### config.mk
export PLATFORM = sky130hd
export DESIGN_NAME = alarm_two_tone_burst_generator
export DESIGN_NICKNAME = d
export VERILOG_FILES = /design/src/atb_pkg.sv /design/src/atb_sine_rom.sv /design/src/atb_mul_unit.sv /design/src/alarm_two_tone_burst_generator.sv
export SDC_FILE = /design/constraint.sdc
export NUM_CORES = 2
export LEC_CHECK = 0
export BUFFER_PORTS_ARGS = -buffer_cell sky130_fd_sc_hd__buf_2
export CORE_MARGIN = 1.5
export CORE_UTILIZATION = 35
export CTS_CLUSTER_DIAMETER = 100
export DETAILED_ROUTE_END_ITERATION = 16
export HOLD_SLACK_MARGIN = 0.15
export SKIP_LAST_GASP = 1
export SLEW_MARGIN = 0
export SYNTH_ARGS = -nofsm -noshare
export SYNTH_HDL_FRONTEND = slang
export SYNTH_SLANG_ARGS = --single-unit
### constraint.sdc
create_clock -name clk -period 9.9 [get_ports clk]
set_input_delay 0.495 -clock clk [delete_from_list [all_inputs] [get_ports clk]]
set_output_delay 0.495 -clock clk [all_outputs]
set_load 0.1 [all_outputs]
### src/atb_pkg.sv
// ----------------------------------------------------------------------------
// atb_pkg: shared types and constants of the alarm two-tone burst generator
// Request and sample payloads, sequencer states, pattern timing constants
// and the elaboration-time sine table function.
// ----------------------------------------------------------------------------
`default_nettype none

package atb_pkg;

  typedef struct packed {
    logic [6:0] frame_count;
    logic       restart;
  } atb_req_t;

  typedef struct packed {
    logic signed [14:0] sample;
    logic [1:0]         burst;
    logic               last;
  } atb_smp_t;

  typedef enum logic [2:0] {
    ST_IDLE,
    ST_FRAME,
    ST_DIVP,
    ST_DIVE,
    ST_ROM,
    ST_SCALE,
    ST_SHAPE,
    ST_LOAD
  } atb_state_t;

  localparam logic [1:0] BURST_NONE = 2'd0;
  localparam logic [1:0] BURST_LOW  = 2'd1;
  localparam logic [1:0] BURST_HIGH = 2'd2;

  localparam int          STEP_W     = 22;
  localparam logic [21:0] STEP_RESET = 22'd349525;

  // pattern time in Q10.24 ms
  localparam logic [33:0] PERIOD_Q  = 34'd980 << 24;
  localparam logic [33:0] ON_Q      = 34'd200 << 24;
  localparam logic [33:0] B_START_Q = 34'd280 << 24;
  localparam logic [33:0] B_END_Q   = 34'd480 << 24;
  localparam logic [31:0] ON_L      = 32'd200 << 24;
  localparam logic [31:0] EDGE_L    = 32'd5 << 24;
  localparam logic [31:0] FADE_L    = 32'd195 << 24;

  // floor(x / 5) == (x * RECIP5) >> 34 for any 32-bit x
  localparam logic [31:0] RECIP5   = 32'hCCCC_CCCD;
  localparam logic [31:0] PEAK_Q15 = 32'd14746;

  localparam logic [63:0] Q30_ONE    = 64'd1 << 30;
  localparam logic [63:0] TWO_PI_Q30 = 64'd6746518852;

  // table entry for turn fraction a (Q0.32): bit 15 sign, bits 14:0 magnitude
  function automatic logic [15:0] sine_word(input logic [63:0] a);
    logic [1:0]  quad;
    logic [63:0] r;
    logic [63:0] q;
    logic [63:0] x;
    logic [63:0] x2;
    logic [63:0] t;
    logic [63:0] s;
    logic [63:0] v;
    logic [15:0] w;
    quad = a[31:30];
    r    = {34'd0, a[29:0]};
    q    = quad[0] ? (Q30_ONE - r) : r;
    x    = (q * TWO_PI_Q30) >> 32;
    x2   = (x * x) >> 30;
    t    = Q30_ONE - x2 / 64'd110;
    t    = Q30_ONE - ((x2 * t) >> 30) / 64'd72;
    t    = Q30_ONE - ((x2 * t) >> 30) / 64'd42;
    t    = Q30_ONE - ((x2 * t) >> 30) / 64'd20;
    t    = Q30_ONE - ((x2 * t) >> 30) / 64'd6;
    s    = (x * t) >> 30;
    v    = (s + 64'd16384) >> 15;
    if (v > 64'd32767) begin
      v = 64'd32767;
    end
    w[14:0] = v[14:0];
    w[15]   = quad[1];
    return w;
  endfunction

endpackage

`default_nettype wire

### src/atb_sine_rom.sv
// ----------------------------------------------------------------------------
// atb_sine_rom: one-period sine table
// Entries are built at elaboration; read data is registered.
// ----------------------------------------------------------------------------
`default_nettype none

module atb_sine_rom
  import atb_pkg::*;
#(
  parameter int SINE_TABLE_DEPTH = 256,
  parameter int AW               = 8
) (
  input  wire logic          clk,
  input  wire logic [AW-1:0] addr,
  output logic      [15:0]   word
);

  logic [15:0] rom_tab [SINE_TABLE_DEPTH];

  for (genvar k = 0; k < SINE_TABLE_DEPTH; k++) begin : g_entry
    localparam logic [63:0] TURN = (64'(k) << 32) / SINE_TABLE_DEPTH;
    assign rom_tab[k] = sine_word(TURN);
  end

  always_ff @(posedge clk) begin
    word <= rom_tab[addr];
  end

endmodule

`default_nettype wire

### src/atb_mul_unit.sv
// ----------------------------------------------------------------------------
// atb_mul_unit: shared 32 x 32 multiplier
// Product is registered and held until the next enabled cycle.
// ----------------------------------------------------------------------------
`default_nettype none

module atb_mul_unit (
  input  wire logic        clk,
  input  wire logic        en,
  input  wire logic [31:0] a,
  input  wire logic [31:0] b,
  output logic      [63:0] prod
);

  always_ff @(posedge clk) begin
    if (en) begin
      prod <= {32'd0, a} * {32'd0, b};
    end
  end

endmodule

`default_nettype wire

### src/alarm_two_tone_burst_generator.sv
// ----------------------------------------------------------------------------
// alarm_two_tone_burst_generator: two-tone alarm cadence sample source
// 980 ms cadence of 1000 Hz burst, gap, 1200 Hz burst and silence, shaped by
// a 5 ms linear attack and release, one 15-bit signed sample per frame (Q0.15 scale, 2^-15 per LSB).
//
//   channel   direction   payload      handshake
//   req       in          atb_req_t    req_valid / req_ready
//   smp       out         atb_smp_t    smp_valid / smp_ready
//   cfg       in          22-bit step  cfg_valid / cfg_ready
//
// a request is taken whenever the sequencer is idle
// a tone frame steps through the frame, divp, dive, rom, scale, shape and load states,
// a silent frame only through frame and load; every product uses the one shared multiplier
// a stalled sample holds the sequencer in its load step; no clearing pass
// after reset, pattern time starts at zero and the step at 48 kHz
// ----------------------------------------------------------------------------
`default_nettype none

module alarm_two_tone_burst_generator
  import atb_pkg::*;
#(
  parameter int MAX_FRAMES       = 64,
  parameter int SINE_TABLE_DEPTH = 256
) (
  input  wire logic        clk,
  input  wire logic        rst,
  input  wire logic        req_valid,
  output logic             req_ready,
  input  wire atb_req_t    req_data,
  output logic             smp_valid,
  input  wire logic        smp_ready,
  output atb_smp_t         smp_data,
  input  wire logic        cfg_valid,
  output logic             cfg_ready,
  input  wire logic [21:0] cfg_data
);

  localparam int CW = $clog2(MAX_FRAMES + 1);
  localparam int AW = (SINE_TABLE_DEPTH > 1) ? $clog2(SINE_TABLE_DEPTH) : 1;
  localparam int IW = 24 + AW;

  atb_state_t state, state_next;

  logic [33:0]       pattern_time;
  logic [STEP_W-1:0] step;
  logic [CW-1:0]     remaining;
  logic [31:0]       local_t;
  logic [1:0]        burst;
  logic [26:0]       edge_t;
  logic [16:0]       env16;
  logic [AW-1:0]     rom_addr;
  logic [15:0]       rom_word;

  logic        mul_en;
  logic [31:0] mul_a;
  logic [31:0] mul_b;
  logic [63:0] prod;

  logic        req_fire;
  logic        slot_free;
  logic        load_go;
  logic [6:0]  count_clamped;

  logic [1:0]  seg_burst;
  logic [31:0] seg_local;
  logic [26:0] edge_calc;
  logic [23:0] frac;
  logic [IW-1:0] idx_prod;
  logic [46:0] rnd;
  logic [14:0] mag;
  logic [34:0] time_sum;
  logic [34:0] time_wrap;

  assign cfg_ready = 1'b1;
  assign req_fire  = req_valid && req_ready;
  assign slot_free = !smp_valid || smp_ready;
  assign load_go   = (state == ST_LOAD) && slot_free;

  assign count_clamped = (req_data.frame_count > 7'(MAX_FRAMES)) ? 7'(MAX_FRAMES)
                                                                   : req_data.frame_count;

  // segment and time within the burst
  always_comb begin
    seg_burst = BURST_NONE;
    seg_local = pattern_time[31:0];
    if (pattern_time < ON_Q) begin
      seg_burst = BURST_LOW;
    end else if (pattern_time >= B_START_Q && pattern_time < B_END_Q) begin
      seg_burst = BURST_HIGH;
      seg_local = 32'(pattern_time - B_START_Q);
    end
  end

  // attack and release ramp position
  always_comb begin
    if (local_t < EDGE_L) begin
      edge_calc = local_t[26:0];
    end else if (local_t > FADE_L) begin
      edge_calc = 27'(ON_L - local_t);
    end else begin
      edge_calc = EDGE_L[26:0];
    end
  end

  // high tone phase is local + local / 5, only the fraction of a turn matters
  assign frac     = local_t[23:0] + ((burst == BURST_HIGH) ? prod[57:34] : 24'd0);
  assign idx_prod = IW'(frac) * IW'(SINE_TABLE_DEPTH);

  assign rnd = {1'b0, prod[45:0]} + (47'd1 << 30);
  assign mag = rnd[45:31];

  assign time_sum  = {1'b0, pattern_time} + 35'(step);
  assign time_wrap = (time_sum >= {1'b0, PERIOD_Q}) ? time_sum - {1'b0, PERIOD_Q} : time_sum;

  // next state
  always_comb begin
    state_next = state;
    unique case (state)
      ST_IDLE: begin
        if (req_fire && count_clamped != 7'd0) begin
          state_next = ST_FRAME;
        end
      end
      ST_FRAME: begin
        state_next = (seg_burst == BURST_NONE) ? ST_LOAD : ST_DIVP;
      end
      ST_DIVP:  state_next = ST_DIVE;
      ST_DIVE:  state_next = ST_ROM;
      ST_ROM:   state_next = ST_SCALE;
      ST_SCALE: state_next = ST_SHAPE;
      ST_SHAPE: state_next = ST_LOAD;
      ST_LOAD: begin
        if (slot_free) begin
          state_next = (remaining == CW'(1)) ? ST_IDLE : ST_FRAME;
        end
      end
      default: state_next = ST_IDLE;
    endcase
  end

  // sequencer outputs: request side and multiplier operands
  always_comb begin
    req_ready = 1'b0;
    mul_en    = 1'b0;
    mul_a     = 32'd0;
    mul_b     = 32'd0;
    unique case (state)
      ST_IDLE: req_ready = 1'b1;
      ST_DIVP: begin
        mul_en = 1'b1;
        mul_a  = local_t;
        mul_b  = RECIP5;
      end
      ST_DIVE: begin
        // env16 = floor(e / 1280) = floor((e >> 8) / 5)
        mul_en = 1'b1;
        mul_a  = {13'd0, edge_t[26:8]};
        mul_b  = RECIP5;
      end
      ST_SCALE: begin
        mul_en = 1'b1;
        mul_a  = {17'd0, rom_word[14:0]};
        mul_b  = PEAK_Q15;
      end
      ST_SHAPE: begin
        mul_en = 1'b1;
        mul_a  = {3'd0, prod[28:0]};
        mul_b  = {15'd0, env16};
      end
      default: begin
        mul_en = 1'b0;
      end
    endcase
  end

  always_ff @(posedge clk) begin
    if (rst) begin
      state        <= ST_IDLE;
      pattern_time <= 34'd0;
      step         <= STEP_RESET;
      remaining    <= '0;
      smp_valid    <= 1'b0;
    end else begin
      state <= state_next;
      if (cfg_valid && cfg_ready) begin
        step <= cfg_data;
      end
      if (req_fire) begin
        remaining <= CW'(count_clamped);
        if (req_data.restart) begin
          pattern_time <= 34'd0;
        end
      end
      if (load_go) begin
        smp_valid    <= 1'b1;
        remaining    <= remaining - CW'(1);
        pattern_time <= time_wrap[33:0];
      end else if (smp_valid && smp_ready) begin
        smp_valid <= 1'b0;
      end
    end
  end

  // datapath registers
  always_ff @(posedge clk) begin
    if (state == ST_FRAME) begin
      local_t <= seg_local;
      burst   <= seg_burst;
    end
    if (state == ST_DIVP) begin
      edge_t <= edge_calc;
    end
    if (state == ST_DIVE) begin
      rom_addr <= idx_prod[IW-1:24];
    end
    if (state == ST_ROM) begin
      env16 <= prod[50:34];
    end
    if (load_go) begin
      smp_data.burst <= burst;
      smp_data.last  <= (remaining == CW'(1));
      if (burst == BURST_NONE) begin
        smp_data.sample <= 15'sd0;
      end else if (rom_word[15]) begin
        smp_data.sample <= $signed(15'd0 - mag);
      end else begin
        smp_data.sample <= $signed(mag);
      end
    end
  end

  atb_sine_rom #(
    .SINE_TABLE_DEPTH(SINE_TABLE_DEPTH),
    .AW              (AW)
  ) u_rom (
    .clk (clk),
    .addr(rom_addr),
    .word(rom_word)
  );

  atb_mul_unit u_mul (
    .clk (clk),
    .en  (mul_en),
    .a   (mul_a),
    .b   (mul_b),
    .prod(prod)
  );

endmodule

`default_nettype wire

# Yosys cells after proc, flatten, opt, wreduce, memory -nomap -nowiden
# Memories as Yosys holds them, arrays and structs flattened. A register that Yosys moved wholly into a read port is not among the register bits.
# Index checks and enable logic that the tools add are counted.
[classes] add_sub_neg=8 mul=1 n_div=0 magnitude_cmp=7 n_eq_ne=11 shift=0 mux=26 bitwise_logic=1 n_reduce_logical=18
[op_table] cell="$mux 34" n=4
[op_table] cell="$pmux 32 s4" n=1
[op_table] cell="$pmux 32 s3" n=1
[op_table] cell="$mux 32" n=2
[op_table] cell="$mul 32x32->58" n=1
[op_table] cell="$mux 27" n=2
[op_table] cell="$add 46x31->46 const B" n=1
[op_table] cell="$add 34x22->35" n=1
[op_table] cell="$ge 35x34->1 const B" n=1
[op_table] cell="$ge 34x33->1 const B" n=1
[op_table] cell="$lt 34x32->1 const B" n=1
[op_table] cell="$lt 34x33->1 const B" n=1
[op_table] cell="$sub 34x34->34 const B" n=1
[op_table] cell="$gt 32x32->1 const B" n=1
[op_table] cell="$lt 32x27->1 const B" n=1
[op_table] cell="$sub 32x29->32 const B" n=1
[op_table] cell="$sub 1x27->27 const A" n=1
[op_table] cell="$add 24x24->24" n=1
[op_table] cell="$mux 24" n=1
[op_table] cell="$pmux 3 s8" n=1
[op_table] cell="$mux 7" n=3
[op_table] cell="$mux 15" n=1
[op_table] cell="$sub 1x15->15 const A" n=1
[op_table] cell="$eq 3x3->1 const B" n=4
[op_table] cell="other kinds (21)" n=38
[totals] reg_bits=229 latch_bits=0 ram_bits=0 rom_bits=4096 inputBits=35 output_inout_bits=21 word_cells=87 n_memories=1
[mem_list] name="(name not given)" depth=256 word_bits=16 rd=1 rd_ports_with_merged_regs=1 write_ports=0 line="atb_sine_rom.sv:26" rtl="word <= rom_tab[addr];"

# Logic depth before layout (Yosys ltp)
[logic_depth] ltp_word=7 ltp_mapped=35 depth_no_buf=31

# Cells and area by module
# From an unflattened synthesis, not the netlist that was laid out.
[unflattened] cells_unflattened=5298 hier_area_um2=48373.9
[modules_own_cells] module="atb_mul_unit" n_inst=1 cells_each=3740 area_each_um2=35132.4 seq_area_each_um2=1921.8
[modules_own_cells] module="alarm_two_tone_burst_generator" n_inst=1 cells_each=1111 area_each_um2=10188.5 seq_area_each_um2=4224.1
[modules_own_cells] module="atb_sine_rom" n_inst=1 cells_each=447 area_each_um2=3052.9 seq_area_each_um2=320.3

# Worst setup path before layout
# No wires, ideal clock.
[synth_path] path_kind="flip-flop to flip-flop" from="register state[1]" to="register u_mul.prod[53], data pin" setup_ns=0.258 t_arrival_ns=8.743 required_time_ns=9.642 setup_slack_ns=0.899 stages_incl_launch_ff=31 path_buffers=3 synth_period_minus_slack_ns=9.001 path_cell_list="dfxtp_1 -> clkbuf_1 -> nand2b_1 -> nor2_1 -> clkbuf_1 -> clkbuf_1 -> and2_1 -> a21o_1 -> nand2_1 -> fa_1 -> fa_1 -> fa_1 -> inv_1 -> fa_1 -> inv_1 -> fa_1 -> inv_1 -> fa_1 -> fa_1 -> fa_1 -> ha_1 -> and2_1 -> nand3_1 -> nor3_1 -> nand2_1 -> a21o_1 -> a21oi_1 -> o21ai_0 -> a2111oi_0 -> or3b_2 -> xnor2_1"
[synth_between] elab_chain_cells=4 elab_cells_between_ends=8 cone_classes="1 x mul; 4 x eq/ne; 2 x mux; 1 x reduce/logical"
[synth_rtl] item="start: declaration" line="alarm_two_tone_burst_generator.sv:42" rtl="atb_state_t state, state_next;"
[synth_rtl] item="start signal: assignment" line="alarm_two_tone_burst_generator.sv:184" rtl="state <= state_next;"
[synth_rtl] item="$eq 3x2->1" line="alarm_two_tone_burst_generator.sv:147" rtl="unique case (state)"
[synth_rtl] item="$reduce_or 2->1 (no source line)"
[synth_rtl] item="$pmux 32 s3" line="alarm_two_tone_burst_generator.sv:147"
[synth_rtl] item="$mul 32x32->58 *" line="atb_mul_unit.sv:17" rtl="prod <= {32'd0, a} * {32'd0, b};"
[synth_rtl] item="end signal: assignment" line="atb_mul_unit.sv:17"
[synth_rtl] item="end: declaration" line="atb_mul_unit.sv:12" rtl="output logic [63:0] prod"
# Mark *: on every way between the ends. The rest lies on a longest branch, timed or not.
# A chain may end at the register's enable or synchronous reset.

# Final worst setup path
[layout_path] from="register state[1]" to="register u_mul.prod[56], data pin"
# The elaborated chain is that of the path after synthesis.

==> metrics.json <==
{
  "n_fill_cell": {"value": 11400},
  "synth_top_cell_by_area": {"value": "sky130_fd_sc_hd__fa_1"},
  "total_via_count_in_the_routed_design": {"value": 32100},
  "dieArea": {"value": 116000, "unit": "µm²"},
  "cp_num_buf_inv": {"value": 10},
  "finish.net_count": {"value": 5540},
  "worstMarginPinSlew": {"value": 994, "unit": "ps"},
  "drive_gt1_share": {"value": 5.96, "unit": "%"},
  "finalSetupViolCount": {"value": 0},
  "rsz0062_at_grt": {"value": "false"},
  "place_hpwl": {"value": 105000, "unit": "µm"},
  "floorplan.core_area": {"value": 113000, "unit": "µm²"},
  "cpPeakStageDelay": {"value": 630, "unit": "ps"},
  "finalHoldViolations": {"value": 0},
  "synthCells": {"value": 4439},
  "reg2reg_slack": {"value": 310, "unit": "ps"},
  "cellPowerDensity": {"value": 181, "unit": "nW/µm²"},
  "drt-wirelength-per-cell": {"value": 21.3, "unit": "µm"},
  "maxCapViolations": {"value": 0},
  "grt_first_pass_wirelength": {"value": 198000, "unit": "µm"},
  "leakage": {"value": 20.0, "unit": "nW"},
  "period_share": {"value": 96.9, "unit": "%"},
  "vias_per_cell": {"value": 5.36},
  "clock_latency_on_the_worst_skew_pair": {"value": 620, "unit": "ps"},
  "area_growth": {"value": 8.92, "unit": "%"},
  "via_count_of_the_first_global_routing_pass": {"value": 32600},
  "type_of_destination_of_the_critical_path": {"value": "flop"},
  "h-tree-depth": {"value": 1},
  "finish.utilization": {"value": 38.5, "unit": "%"},
  "timing.fmax": {"value": 104, "unit": "MHz"},
  "run_status": {"value": "finished clean"},
  "effective_utilization_at_floorplan": {"value": 35.4, "unit": "%"},
  "placedInstanceArea": {"value": 42300, "unit": "µm²"},
  "grt_start_max_net_pins": {"value": 102},
  "r2r_start": {"value": "state[1]$_SDFFE_PP0P_"},
  "path_class": {"value": "reg -> reg"},
  "final_max_slew_viols": {"value": 0},
  "worst_path_max_delay_cell": {"value": "sky130_fd_sc_hd__a221oi_2"},
  "clk_path_buf_depth": {"value": 3},
  "pwr-share-clk": {"value": 14.1, "unit": "%"},
  "tritoncts_clock_tree": {"value": "yes"},
  "fin_area": {"value": 43500, "unit": "µm²"},
  "path_delay_family": {"value": "adder cells"},
  "ys.warnings.count": {"value": 0},
  "number_of_routed_nets_with_antenna_violations": {"value": 0},
  "cp-startpoint": {"value": "state[1]$_SDFFE_PP0P_"},
  "die_y": {"value": 341, "unit": "µm"},
  "io_pins": {"value": 56},
  "synthArstFlopShare": {"value": 0, "unit": "%"},
  "cp_data_required_time": {"value": 10250, "unit": "ps"},
  "gr-usage-all-layers": {"value": 22.2, "unit": "%"},
  "switching_share": {"value": 50.6, "unit": "%"},
  "r2r.worst_path.cells": {"value": 33},
  "switching_power": {"value": 3.98, "unit": "mW"},
  "ys_top_cells_by_area": {"value": "sky130_fd_sc_hd__fa_1 (33%), sky130_fd_sc_hd__ha_1 (12%), sky130_fd_sc_hd__edfxtp_1 (12%)"},
  "floorplan.rows": {"value": 123},
  "worstHoldStart": {"value": "req_data[5]"},
  "synth_flop_cell": {"value": "sky130_fd_sc_hd__edfxtp_1"},
  "combPwrFrac": {"value": 66.3, "unit": "%"},
  "cts_inserted_buffers": {"value": 31},
  "critical_path_arrival": {"value": 9940, "unit": "ps"},
  "synth.ff_latch_count": {"value": 236},
  "total_grt_overflow": {"value": 0},
  "critPathLaunchType": {"value": "flop"},
  "power_frac_seq": {"value": 19.6, "unit": "%"},
  "synth_sequential_area_ratio": {"value": 15.7, "unit": "%"},
  "fp.dieW": {"value": 341, "unit": "µm"},
  "initial_antenna_violation_count": {"value": 6},
  "period_minus_slack": {"value": 9590, "unit": "ps"},
  "detail_route.wirelength": {"value": 128000, "unit": "µm"},
  "power.ir.vdd_worst": {"value": 0.272, "unit": "mV"},
  "worstHoldPathType": {"value": "in -> reg"},
  "fin_worst_skew": {"value": 32.5, "unit": "ps"},
  "post_cts_buffers": {"value": 0},
  "synthDistinctLibCells": {"value": 83},
  "detailedRoute.firstPassIterationCount": {"value": 6},
  "synth.top_cell.area_share": {"value": 33.5, "unit": "%"},
  "synth_edf_count": {"value": 153},
  "hold_depth": {"value": 3},
  "drc_errors": {"value": 0},
  "root_buffer": {"value": "sky130_fd_sc_hd__clkbuf_16"},
  "synth.cells.most_frequent": {"value": "sky130_fd_sc_hd__inv_1 (842), sky130_fd_sc_hd__fa_1 (668), sky130_fd_sc_hd__nor2_1 (516)"},
  "clock_sink_count": {"value": 236},
  "per_instance_average_area_after_synthesis": {"value": 8.99, "unit": "µm²"},
  "port-buffer-count": {"value": 54},
  "crit_path_max_fanout": {"value": 29},
  "slew_headroom": {"value": 33.8, "unit": "%"},
  "synth_most_common_cell": {"value": "sky130_fd_sc_hd__inv_1"},
  "clkTransAtPathRegs": {"value": 70, "unit": "ps"},
  "post_synth_instance_area": {"value": 39900, "unit": "µm²"},
  "p_int": {"value": 3.89, "unit": "mW"},
  "min_delay_worst_endpoint": {"value": "remaining[4]$_SDFFE_PP0P_"},
  "fin_setup_tns": {"value": 0, "unit": "ps"},
  "placer_congestion_estimate": {"value": 0.990},
  "regToRegEndpoint": {"value": "u_mul.prod[56]$_DFFE_PP_"},
  "drt-initial-drc-count": {"value": 2978}
}
layout make-up:
type                    count  area, µm²  area share (%)
multi-input cells        3174      29900            68.7
flip-flops and latches    236       6260            14.4
inverters                 846       3180            7.30
well taps                1500       1880            4.32
repair buffers            180       1280            2.95
clock buffers              33        783            1.80
clock inverters            24        205           0.472
diodes                      4       10.0          0.0230
cell usage in the layout, fill, tap and decap left out, types with 17 or more instances in the layout:
cell / Yosys / layout
sky130_fd_sc_hd__inv_1: 842 / 841
sky130_fd_sc_hd__fa_1: 668 / 668
sky130_fd_sc_hd__nor2_1: 516 / 512
sky130_fd_sc_hd__ha_1: 368 / 368
sky130_fd_sc_hd__nand2_1: 319 / 319
sky130_fd_sc_hd__a21oi_1: 198 / 190
sky130_fd_sc_hd__edfxtp_1: 153 / 153
sky130_fd_sc_hd__o21ai_0: 129 / 127
sky130_fd_sc_hd__buf_4: 3 / 103
sky130_fd_sc_hd__dfxtp_1: 83 / 83
sky130_fd_sc_hd__xnor2_1: 78 / 77
sky130_fd_sc_hd__a21o_1: 77 / 76
sky130_fd_sc_hd__nor3_1: 71 / 71
sky130_fd_sc_hd__nand3_1: 64 / 64
sky130_fd_sc_hd__and2_1: 57 / 57
sky130_fd_sc_hd__buf_2: 8 / 54
sky130_fd_sc_hd__nand2b_1: 34 / 34
sky130_fd_sc_hd__xor2_1: 32 / 32
sky130_fd_sc_hd__nor2b_1: 32 / 32
sky130_fd_sc_hd__nand4_1: 31 / 31
sky130_fd_sc_hd__clkbuf_16: 0 / 31
sky130_fd_sc_hd__a211oi_1: 29 / 29
sky130_fd_sc_hd__a31oi_1: 27 / 27
sky130_fd_sc_hd__conb_1: 2 / 25
sky130_fd_sc_hd__or3_1: 24 / 24
sky130_fd_sc_hd__o21ai_1: 22 / 24
sky130_fd_sc_hd__o211ai_1: 24 / 24
sky130_fd_sc_hd__o31ai_1: 22 / 22
sky130_fd_sc_hd__dlygate4sd3_1: 0 / 22
sky130_fd_sc_hd__a22o_1: 20 / 19
sky130_fd_sc_hd__a221oi_1: 24 / 19
sky130_fd_sc_hd__a211o_1: 19 / 19
sky130_fd_sc_hd__and3_1: 17 / 17
metrics by stage:
stage          hold WS [ps]  setup slack (ps)  cells  total power, mW
2_1_floorplan           323               899   4462             4.98
3_3_place_gp            468               279   5913             6.61
3_5_place_dp            454               188   5913             6.60
4_1_cts                 173               172   5992             7.79
5_1_grt                 202              8.40   5993             8.51
6_report                201               308   5997             7.86
repair_timing:
action | CTS | global route
hold buffers | 22 | 0
endpoints found under the hold margin | 22 | 0
gates resized for setup | 0 | 6
endpoints found under the setup margin | 0 | 7
cells by family (layout without fill, tap and decap cells):
group,after synthesis,after routing,synth area share (%)
AO/OA/AOI/OAI,740,740,12.3
adder cells (fa/ha/maj),1036,1036,45.0
flip-flops,236,236,15.7
XOR/XNOR,110,110,2.41
multiplexers,21,21,0.627
AND/OR/NAND/NOR,1241,1242,14.0
other,2,29,0.0188
buffers and inverters,1053,1083,9.97
state kept, by name, summed over array words and instances, names as in the netlist:
register	cells
env16	17
u_rom.word	16
local_t	32
rom_addr	8
step	22
edge_t	19
smp_valid	1
u_mul.prod	57
pattern_time	34
smp_data	18
remaining	7
state	3
burst	2
metal layers:
layer  global-route usage (%)  part of all wire, %
met5                        0               0.0094
met2                     35.2                   45
met4                     7.04                  3.6
met1                     31.0                   43
met3                     3.39                  8.2
worst max-delay path by stage:
| stage | endpoint | slack (ps) | cells past startpoint |
|---|---|---|---|
| 6_report | u_mul.prod[56]$_DFFE_PP_ | 310 | 33 |
| 5_1_grt | u_mul.prod[56]$_DFFE_PP_ | 8 | 33 |
| 4_1_cts | u_mul.prod[49]$_DFFE_PP_ | 170 | 32 |
| 3_5_place_dp | u_mul.prod[49]$_DFFE_PP_ | 190 | 32 |
| 3_3_place_gp | u_mul.prod[54]$_DFFE_PP_ | 280 | 34 |
| 2_1_floorplan | u_mul.prod[53]$_DFFE_PP_ | 900 | 30 |
power groups by stage:
stage	Sequential, mW	Clock [mW]	Combinational, mW
final	1.54	1.11	5.21
after global routing	1.55	1.16	5.80
after CTS	1.54	1.13	5.13
after detailed placement	1.55	0	5.04
after global placement	1.56	0	5.05
after floorplan	1.44	0	3.55
worst min-delay path, cell delays in order:
cell and delay [ps]:
sky130_fd_sc_hd__buf_2 90, sky130_fd_sc_hd__a21oi_1 60, sky130_fd_sc_hd__a21oi_1 120
No activity file was read; power rests on OpenSTA's default activity.
